[config.mk]
export PLATFORM = sky130hd
export DESIGN_NAME = flash_ecc_diag_registers_unit
export DESIGN_NICKNAME = d
export VERILOG_FILES = /design/src/hdl/fedr_pkg.sv /design/src/hdl/flash_ecc_diag_registers_unit.sv
export VERILOG_INCLUDE_DIRS = /design/src /design/src/hdl
export SDC_FILE = /design/constraint.sdc
export NUM_CORES = 2
export LEC_CHECK = 0
export ABC_AREA = 1
export BUFFER_PORTS_ARGS = -buffer_cell sky130_fd_sc_hd__buf_2
export CAP_MARGIN = 20
export CORE_MARGIN = 2
export CORE_UTILIZATION = 60
export DETAILED_ROUTE_END_ITERATION = 8
export PLACE_DENSITY = 0.77
export SYNTH_ARGS = -nofsm -noshare
export SYNTH_HDL_FRONTEND = slang
export SYNTH_SLANG_ARGS = --single-unit
[constraint.sdc]
create_clock -name clk -period 3.4 [get_ports clk]
set_input_delay 0.17 -clock clk [delete_from_list [all_inputs] [get_ports clk]]
set_output_delay 0.17 -clock clk [all_outputs]
set_load 0.03 [all_outputs]
[src/hdl/flash_ecc_diag_registers_unit_macros.svh]
// Assertion helpers shared by the flash diagnostic register block.
// Both sample on clk and are silent while rst is high.
`ifndef FLASH_ECC_DIAG_REGISTERS_UNIT_MACROS_SVH
`define FLASH_ECC_DIAG_REGISTERS_UNIT_MACROS_SVH

// Consequent must hold in the same cycle as the antecedent.
`define FEDR_ASSERT_NOW(name, ante, cons, msg) \
  name: assert property (@(posedge clk) disable iff (rst) (ante) |-> (cons)) \
    else $error(msg);

// Consequent must hold in the cycle after the antecedent.
`define FEDR_ASSERT_NEXT(name, ante, cons, msg) \
  name: assert property (@(posedge clk) disable iff (rst) (ante) |=> (cons)) \
    else $error(msg);

`endif

[src/hdl/fedr_pkg.sv]
package fedr_pkg;

  typedef enum logic {
    ST_IDLE,
    ST_READ
  } fedr_state_t;

  // Flash controller map, word offsets.
  localparam logic [9:0] OFF_PA_STATUS   = 10'd5;
  localparam logic [9:0] OFF_PB_STATUS   = 10'd6;
  localparam logic [9:0] OFF_PRIM_TAG    = 10'd10;
  localparam logic [9:0] OFF_DUP_TAG     = 10'd11;
  localparam logic [9:0] OFF_EMU_ECC     = 10'd24;
  localparam logic [9:0] OFF_DIAG_CTRL   = 10'd27;
  localparam logic [9:0] OFF_RAW_ADDR    = 10'd29;

  // CAM map, word offsets.
  localparam logic [9:0] OFF_CAM_AVAIL   = 10'd6;
  localparam logic [9:0] OFF_CAM_CONTENT = 10'd40;
  localparam logic [9:0] OFF_CAM_INDEX   = 10'd128;

  localparam int unsigned TRIGGER_POS = 24;
  localparam logic [31:0] PAR_ERR_BIT  = 32'h0000_0400;
  localparam logic [31:0] TAG_ERR_BIT  = 32'h0000_0800;
  localparam logic [3:0]  DIAG_KEY     = 4'h5;
  localparam logic [2:0]  MODE_ADDRESS = 3'h5;
  localparam logic [31:0] ECC_SINGLE_BIT = 32'h0000_00CE;

  // Buffer select codes.
  localparam logic [2:0] BUF_SEL_A_LAST    = 3'd1;
  localparam logic [2:0] BUF_SEL_SKIP_LO   = 3'd2;
  localparam logic [2:0] BUF_SEL_SKIP_HI   = 3'd3;

  localparam logic [31:0] SBE_ADDR_RESET = 32'h0000_0008;

endpackage

[src/hdl/flash_ecc_diag_registers_unit.sv]
// Diagnostic register block of a flash controller with an error-position CAM.
// Bus accesses arrive on the input channel (in_valid/in_ready) as command,
// region, word_offset and write_data; each access gives exactly one result
// transaction on the output channel (out_valid/out_ready) carrying read_data
// and the three interrupt-raise flags.
// Throughput: one transaction per cycle is sustained for register accesses and
// all writes while the receiver keeps up. A read of a CAM content or index word
// passes through the registered read port of the CAM memory and then through
// the output register, and no new access is taken meanwhile. Other results are
// registered in the cycle after acceptance.
// A single output register holds the result; a new access is taken in the
// same cycle that a waiting result is taken. While the receiver stalls, the
// result holds and no new access is accepted.
// Reset (rst, synchronous) clears the state, the diagnostic registers and the
// CAM valid bits, and presets the error address; no clearing pass is needed.
// The single-bit error address is written over the APB port at addresses 0 to 3.
module flash_ecc_diag_registers_unit #(
  parameter int CAM_ENTRIES     = 32,
  parameter int CAM_INDEX_WORDS = 8
) (
  input  logic        clk,
  input  logic        rst,
  input  logic        psel,
  input  logic        penable,
  input  logic        pwrite,
  input  logic [2:0]  paddr,
  input  logic [31:0] pwdata,
  output logic [31:0] prdata,
  output logic        pready,
  input  logic        in_valid,
  output logic        in_ready,
  input  logic        command,
  input  logic        region,
  input  logic [9:0]  word_offset,
  input  logic [31:0] write_data,
  output logic        out_valid,
  input  logic        out_ready,
  output logic [31:0] read_data,
  output logic        raise_uncorrectable,
  output logic        raise_bus_fault,
  output logic        raise_correctable
);
  import fedr_pkg::*;

  localparam int MEM_DEPTH = CAM_ENTRIES + CAM_INDEX_WORDS;
  localparam int MEM_AW    = $clog2(MEM_DEPTH);
  localparam logic [10:0] CONT_LO = 11'(OFF_CAM_CONTENT);
  localparam logic [10:0] CONT_HI = 11'(int'(OFF_CAM_CONTENT) + CAM_ENTRIES);
  localparam logic [10:0] IDX_LO  = 11'(OFF_CAM_INDEX);
  localparam logic [10:0] IDX_HI  = 11'(int'(OFF_CAM_INDEX) + CAM_INDEX_WORDS);
  localparam logic [MEM_AW-1:0] IDX_BASE = MEM_AW'(CAM_ENTRIES);

  fedr_state_t state, state_next;

  logic [31:0] sbe_addr;
  logic [31:0] diag_control, diag_control_next;
  logic [31:0] raw_address, raw_address_next;
  logic [31:0] primary_tag, primary_tag_next;
  logic [31:0] duplicate_tag, duplicate_tag_next;
  logic [31:0] port_a_status, port_a_status_next;
  logic [31:0] port_b_status, port_b_status_next;
  logic [31:0] emulated_ecc, emulated_ecc_next;
  logic        cam_available, cam_available_next;

  logic [31:0]          cam_mem [MEM_DEPTH];
  logic [MEM_DEPTH-1:0] cam_valid;
  logic [31:0]          mem_rdata;
  logic                 mem_rvalid;

  logic              acc;
  logic              in_cont, in_cidx, mem_hit, mem_read;
  logic [9:0]        cont_ofs, cidx_ofs;
  logic [MEM_AW-1:0] mem_addr, mem_wa;
  logic              mem_we;
  logic [31:0]       mem_wd;

  logic        flash_wr, diag_wr;
  logic        trig, tag_mode, sel_skip, inject, inj_corr;
  logic [2:0]  buf_sel;
  logic [31:0] err_bit;
  logic        irq_unc, irq_bus, irq_cor;
  logic [31:0] rd_direct;

  // Configuration port.
  assign pready = 1'b1;
  assign prdata = paddr[2] ? 32'h0 : sbe_addr;

  always_ff @(posedge clk) begin
    if (rst) begin
      sbe_addr <= SBE_ADDR_RESET;
    end else if (psel && penable && pwrite && pready && !paddr[2]) begin
      sbe_addr <= pwdata;
    end
  end

  // Decode.
  assign acc      = in_valid && in_ready;
  assign in_cont  = region && ({1'b0, word_offset} >= CONT_LO)
                           && ({1'b0, word_offset} < CONT_HI);
  assign in_cidx  = region && ({1'b0, word_offset} >= IDX_LO)
                           && ({1'b0, word_offset} < IDX_HI);
  assign mem_hit  = in_cont || in_cidx;
  assign mem_read = !command && mem_hit;
  assign cont_ofs = word_offset - OFF_CAM_CONTENT;
  assign cidx_ofs = word_offset - OFF_CAM_INDEX;
  assign mem_addr = in_cont ? cont_ofs[MEM_AW-1:0] : IDX_BASE + cidx_ofs[MEM_AW-1:0];

  assign flash_wr = acc && command && !region;
  assign diag_wr  = flash_wr && (word_offset == OFF_DIAG_CTRL);

  assign trig     = write_data[TRIGGER_POS] && (write_data[19:16] == DIAG_KEY);
  assign tag_mode = (write_data[2:0] == MODE_ADDRESS);
  assign buf_sel  = write_data[10:8];
  assign sel_skip = buf_sel inside {[BUF_SEL_SKIP_LO:BUF_SEL_SKIP_HI]};
  assign err_bit  = tag_mode ? TAG_ERR_BIT : PAR_ERR_BIT;
  assign inj_corr = diag_wr && trig && !tag_mode && (emulated_ecc == ECC_SINGLE_BIT);
  // An injection that reaches a port updates status and raises its interrupt.
  assign inject   = diag_wr && trig && !sel_skip;
  assign irq_unc  = inject && tag_mode;
  assign irq_cor  = inject && !tag_mode && (emulated_ecc == ECC_SINGLE_BIT);
  assign irq_bus  = inject && !tag_mode && (emulated_ecc != ECC_SINGLE_BIT);

  // The CAM memory has one write port, used either by a bus write to the CAM
  // map or by a correctable injection loading entry zero.
  assign mem_we = (acc && command && region && mem_hit) || inj_corr;
  assign mem_wa = region ? mem_addr : '0;
  assign mem_wd = region ? write_data : sbe_addr;

  always_comb begin
    diag_control_next  = diag_control;
    raw_address_next   = raw_address;
    primary_tag_next   = primary_tag;
    duplicate_tag_next = duplicate_tag;
    port_a_status_next = port_a_status;
    port_b_status_next = port_b_status;
    emulated_ecc_next  = emulated_ecc;
    cam_available_next = cam_available;
    if (flash_wr) begin
      case (word_offset)
        OFF_DIAG_CTRL: begin
          diag_control_next = write_data;
          if (inject) begin
            diag_control_next[TRIGGER_POS] = 1'b0;
            if (buf_sel <= BUF_SEL_A_LAST) begin
              port_a_status_next = port_a_status | err_bit;
            end else begin
              port_b_status_next = port_b_status | err_bit;
            end
          end
        end
        OFF_RAW_ADDR:  raw_address_next   = write_data;
        OFF_PRIM_TAG:  primary_tag_next   = write_data;
        OFF_DUP_TAG:   duplicate_tag_next = write_data;
        OFF_PA_STATUS: port_a_status_next = port_a_status & ~write_data;
        OFF_PB_STATUS: port_b_status_next = port_b_status & ~write_data;
        OFF_EMU_ECC:   emulated_ecc_next  = write_data;
        default: ;
      endcase
    end
    if (inj_corr) begin
      cam_available_next = 1'b1;
    end
    if (acc && command && in_cidx) begin
      cam_available_next = 1'b0;
    end
  end

  always_ff @(posedge clk) begin
    if (rst) begin
      diag_control  <= '0;
      raw_address   <= '0;
      primary_tag   <= '0;
      duplicate_tag <= '0;
      port_a_status <= '0;
      port_b_status <= '0;
      emulated_ecc  <= '0;
      cam_available <= 1'b0;
    end else begin
      diag_control  <= diag_control_next;
      raw_address   <= raw_address_next;
      primary_tag   <= primary_tag_next;
      duplicate_tag <= duplicate_tag_next;
      port_a_status <= port_a_status_next;
      port_b_status <= port_b_status_next;
      emulated_ecc  <= emulated_ecc_next;
      cam_available <= cam_available_next;
    end
  end

  // CAM memory with registered read. Reads happen only at acceptance and the
  // block takes nothing while the data is in flight, so no forwarding is needed.
  always_ff @(posedge clk) begin
    if (mem_we) begin
      cam_mem[mem_wa] <= mem_wd;
    end
    if (acc && mem_read) begin
      mem_rdata  <= cam_mem[mem_addr];
      mem_rvalid <= cam_valid[mem_addr];
    end
  end

  // An entry never written reads as zero.
  always_ff @(posedge clk) begin
    if (rst) begin
      cam_valid <= '0;
    end else if (mem_we) begin
      cam_valid[mem_wa] <= 1'b1;
    end
  end

  always_comb begin
    rd_direct = 32'h0;
    if (!command) begin
      if (region) begin
        if (word_offset == OFF_CAM_AVAIL) begin
          rd_direct = {31'h0, cam_available};
        end
      end else begin
        case (word_offset)
          OFF_DIAG_CTRL: rd_direct = diag_control;
          OFF_RAW_ADDR:  rd_direct = raw_address;
          OFF_PRIM_TAG:  rd_direct = primary_tag;
          OFF_DUP_TAG:   rd_direct = duplicate_tag;
          OFF_PA_STATUS: rd_direct = port_a_status;
          OFF_PB_STATUS: rd_direct = port_b_status;
          default:       rd_direct = 32'h0;
        endcase
      end
    end
  end

  // Sequencer.
  always_ff @(posedge clk) begin
    if (rst) begin
      state <= ST_IDLE;
    end else begin
      state <= state_next;
    end
  end

  always_comb begin
    state_next = state;
    in_ready   = 1'b0;
    case (state)
      ST_IDLE: begin
        in_ready = !out_valid || out_ready;
        if (acc && mem_read) begin
          state_next = ST_READ;
        end
      end
      ST_READ: begin
        state_next = ST_IDLE;
      end
      default: begin
        state_next = ST_IDLE;
      end
    endcase
  end

  // Output register.
  always_ff @(posedge clk) begin
    if (rst) begin
      out_valid <= 1'b0;
    end else if (state == ST_READ) begin
      out_valid <= 1'b1;
    end else if (acc && !mem_read) begin
      out_valid <= 1'b1;
    end else if (out_ready) begin
      out_valid <= 1'b0;
    end
  end

  always_ff @(posedge clk) begin
    if (state == ST_READ) begin
      read_data           <= mem_rvalid ? mem_rdata : 32'h0;
      raise_uncorrectable <= 1'b0;
      raise_bus_fault     <= 1'b0;
      raise_correctable   <= 1'b0;
    end else if (acc && !mem_read) begin
      read_data           <= rd_direct;
      raise_uncorrectable <= irq_unc;
      raise_bus_fault     <= irq_bus;
      raise_correctable   <= irq_cor;
    end
  end

`include "flash_ecc_diag_registers_unit_macros.svh"

  `FEDR_ASSERT_NOW(a_one_irq, out_valid, $countones({raise_uncorrectable, raise_bus_fault, raise_correctable}) <= 1, "more than one interrupt raised by one transaction")
  `FEDR_ASSERT_NOW(a_read_slot_free, state == ST_READ, !out_valid, "CAM read data arrived while the output register was occupied")
  `FEDR_ASSERT_NEXT(a_write_result, in_valid && in_ready && command, out_valid && (read_data == 32'h0), "write transaction did not give a zero result in the next cycle")
  `FEDR_ASSERT_NEXT(a_cam_read_wait, in_valid && in_ready && !command && mem_hit, state == ST_READ && !in_ready, "CAM word read did not wait for the memory")

endmodule

==> flow_metrics.env <==
export IMPL_hold_class="in2reg"
export IMPL_area_growth_pct=14.7
export IMPL_rsz0062_at_grt="true"
export IMPL_cpMaxStageDelayCell="dlygate4sd3_1"
export IMPL_gp_congestion=0.896
export IMPL_final_setup_worst_slack_ns=0.0248
export IMPL_ys_ff_latch=1647
export IMPL_syn_area_um2=64000
export IMPL_vias=45400
export IMPL_hold_viol_final=0
export IMPL_ant_nets=0
export IMPL_tightest_slew_ns=1.11
export IMPL_max_cap_violations=0
export IMPL_die_w_um=331
export IMPL_dp_slack_ns=0.322
export IMPL_final_max_slew_viol_count=0
export IMPL_cts_resized=0
export IMPL_grt_pass1_vias=42800
export IMPL_route_detailed_drc=0
export IMPL_power_density_nw_per_um2=565
export IMPL_insertion_delay_ns=0.79
export IMPL_antenna_found_initial=2
export IMPL_leakage_nw=26.0
export IMPL_grt_max_degree=138
export IMPL_yosys_top_cells_area="edfxtp_1, nand2_1, dfxtp_1, nand3_1, o21ai_0"
export IMPL_synthTopCellsByCount="nand2_1, edfxtp_1, nand3_1"
export IMPL_drive_above_1_share=0.111
export IMPL_cts_sinks=1647
export IMPL_cts_root_buf="clkbuf_16"
export IMPL_io_buffers=152
export IMPL_synth_most_common_cell="nand2_1"
export IMPL_synth_distinct_cells=40
export IMPL_irDropWorstVdd_v=0.000447
export IMPL_htree_num_levels=4
export IMPL_path_clk_slew_ns=0.06
export IMPL_ios=156
export IMPL_firstDrtPassIters=6
export IMPL_setup_viol=0
export IMPL_cts_tree="done"
export IMPL_start_kind="flop"
export IMPL_holdWs_ns=0.0770
export IMPL_crit_chain="inv_2 > nand4_2 > nor2_4 > dlygate4sd3_1 > nand3_4 > nor2_1 > nor2_1 > nor2_1 > nand2_1 > nor2_4 > buf_4"
export IMPL_syn_num_nets=5597
export IMPL_via_per_inst=6.25
export IMPL_fin_nets=5840
export IMPL_coreArea_um2=106000
export IMPL_syn_mean_instance_area_um2=11.6
export IMPL_grt_use_total=0.322
export IMPL_grt_pass1_wl_mm=262
export IMPL_required_ns=3.83
export IMPL_die_h_um=331
export IMPL_async_reset_ff_frac=0
export IMPL_initialDrtViolationCount=6685
export IMPL_worstSetupPathType="reg2reg"
export IMPL_yosysTopAreaCell="edfxtp_1"
export IMPL_synth_flop_cell="edfxtp_1"
export IMPL_critical_path_most_common_cell="nor2_1"
export IMPL_period_share=0.993
export IMPL_die_area_um2=109000
export IMPL_critPathMaxStageDelay_ns=0.63
export IMPL_gr_total_overflow=0
export IMPL_critPathMaxFanout=19
export IMPL_finalCriticalPeriod_ns=3.38
export IMPL_cp_data_arrival_time_ns=3.81
export IMPL_cts_made_buffers=161
export IMPL_cp_end_kind="flop"
export IMPL_status="complete, no violations"
export IMPL_yosys_warnings=0
export IMPL_synth_edf_count=1345
export IMPL_max_freq_mhz=296
export IMPL_routed_wl_mm=177
export IMPL_finClkSkew_ns=0.0353
export IMPL_synth_top_area_frac=0.631
export IMPL_rows=119
export IMPL_dpl_hpwl_mm=100
export IMPL_synthCells=5510
export IMPL_ys_seq_area_frac=0.726
export IMPL_clock_path_buffers=3
export IMPL_start_util=0.606
export IMPL_slew_headroom=0.260
export IMPL_routedWlPerCell_um=24.4
export IMPL_fin_setup_tns_ns=0
## kinds of logic (layout without fill, tap and decap cells)
family                   Yosys count  count (layout)  synth area share
buffers and inverters            488             859            0.0306
AO/OA/AOI/OAI                    771             771            0.0701
flip-flops                      1647            1647             0.726
other                              1               2         0.0000586
AND/OR/NAND/NOR                 2601            2601             0.173
XOR/XNOR                           1               1          0.000137
adder cells (fa/ha/maj)            1               1          0.000196
## routing by layer
| metal | vias to the layer above | global-route usage | share of wire | wire length, µm |
|---|---|---|---|---|
| met3 | 534 | 0.0624 | 0.12 | 20800 |
| li1 | 20000 | - | - | - |
| met1 | 21700 | 0.439 | 0.37 | 64900 |
| met4 | 2 | 0.162 | 0.053 | 9420 |
| met2 | 3173 | 0.501 | 0.46 | 82100 |
| met5 | - | 0 | 0.000039 | 7 |
## layout make-up
type / instances / area [µm²]
Tap cell: 1391 / 1740
Clock buffer: 217 / 4370
Fill cell: 6845 / 32200
Sequential cell: 1647 / 46400
Antenna cell: 1 / 2.50
Timing Repair Buffer: 409 / 3490
Multi-Input combinational cell: 3375 / 16000
Clock inverter: 74 / 703
Inverter: 159 / 617
## worst paths after layout
kind                          start  cells past startpoint  slack [ns]                end
hold reg to reg   port_a_status[14]                      2        0.44  port_a_status[14]
hold / removal       word_offset[2]                      4        0.08         mem_rvalid
setup reg to reg              state                     11        0.02    cam_mem[17][25]
setup / recovery              state                     11        0.02    cam_mem[17][25]
## timing repair
item / CTS / global route
buffers inserted: 0 / 0
hold buffers: 91 / 0
hold endpoints to repair: 272 / 0
endpoints found under the setup margin: 0 / 43
## critical path, delay by kind of cell (launching register included)
kind | cells | cell delay (ns)
buf+inv | 3 | 1.10
flops | 1 | 0.39
simple gates | 8 | 1.53
## layout by cell type, fill, tap and decap left out, types with 10 or more instances in the layout
cell,count
buf_2,150
nand3b_1,62
a211oi_1,36
inv_2,10
inv_1,143
clkbuf_1,44
clkinv_1,27
clkbuf_8,12
o21ai_0,261
dfxtp_1,302
nor2_1,204
a22oi_1,33
o21ai_2,34
nand3_1,317
nand4_1,208
nor2_4,48
buf_4,122
a41oi_1,64
clkbuf_16,162
buf_12,45
clkinv_2,23
o211ai_1,36
edfxtp_1,1345
a22o_1,25
nand2_1,1737
a21oi_1,272
dlygate4sd3_1,91
## power breakdown
group / total (mW) / switching (mW) / internal (mW)
Combinational: 2.31 / 1.74 / 0.573
Clock: 17.2 / 7.58 / 9.63
Sequential: 21.9 / 0.0135 / 21.9
## registers in the layout (all words and copies together), names as in the netlist, 32 cells and up
signal and cells:
read_data 32, port_a_status 32, diag_control 32, port_b_status 32, emulated_ecc 32, mem_rdata 32, primary_tag 32, cam_valid 40
cam_mem 1280, raw_address 32, duplicate_tag 32, sbe_addr 32
## per-stage QoR
| stage | instance area (µm²) | utilization | power, mW | instances |
|---|---|---|---|---|
| CTS | 73400 | 0.695 | 41.4 | 7272 |
| finish | 73400 | 0.695 | 41.4 | 7273 |
| detailed placement | 67400 | 0.638 | 24.5 | 6890 |
| global route | 73400 | 0.695 | 42.4 | 7273 |
| floorplan | 64000 | - | 23.6 | 5510 |
| global placement | 67400 | 0.638 | 24.4 | 6890 |
No activity file was read; power rests on OpenSTA's default activity.
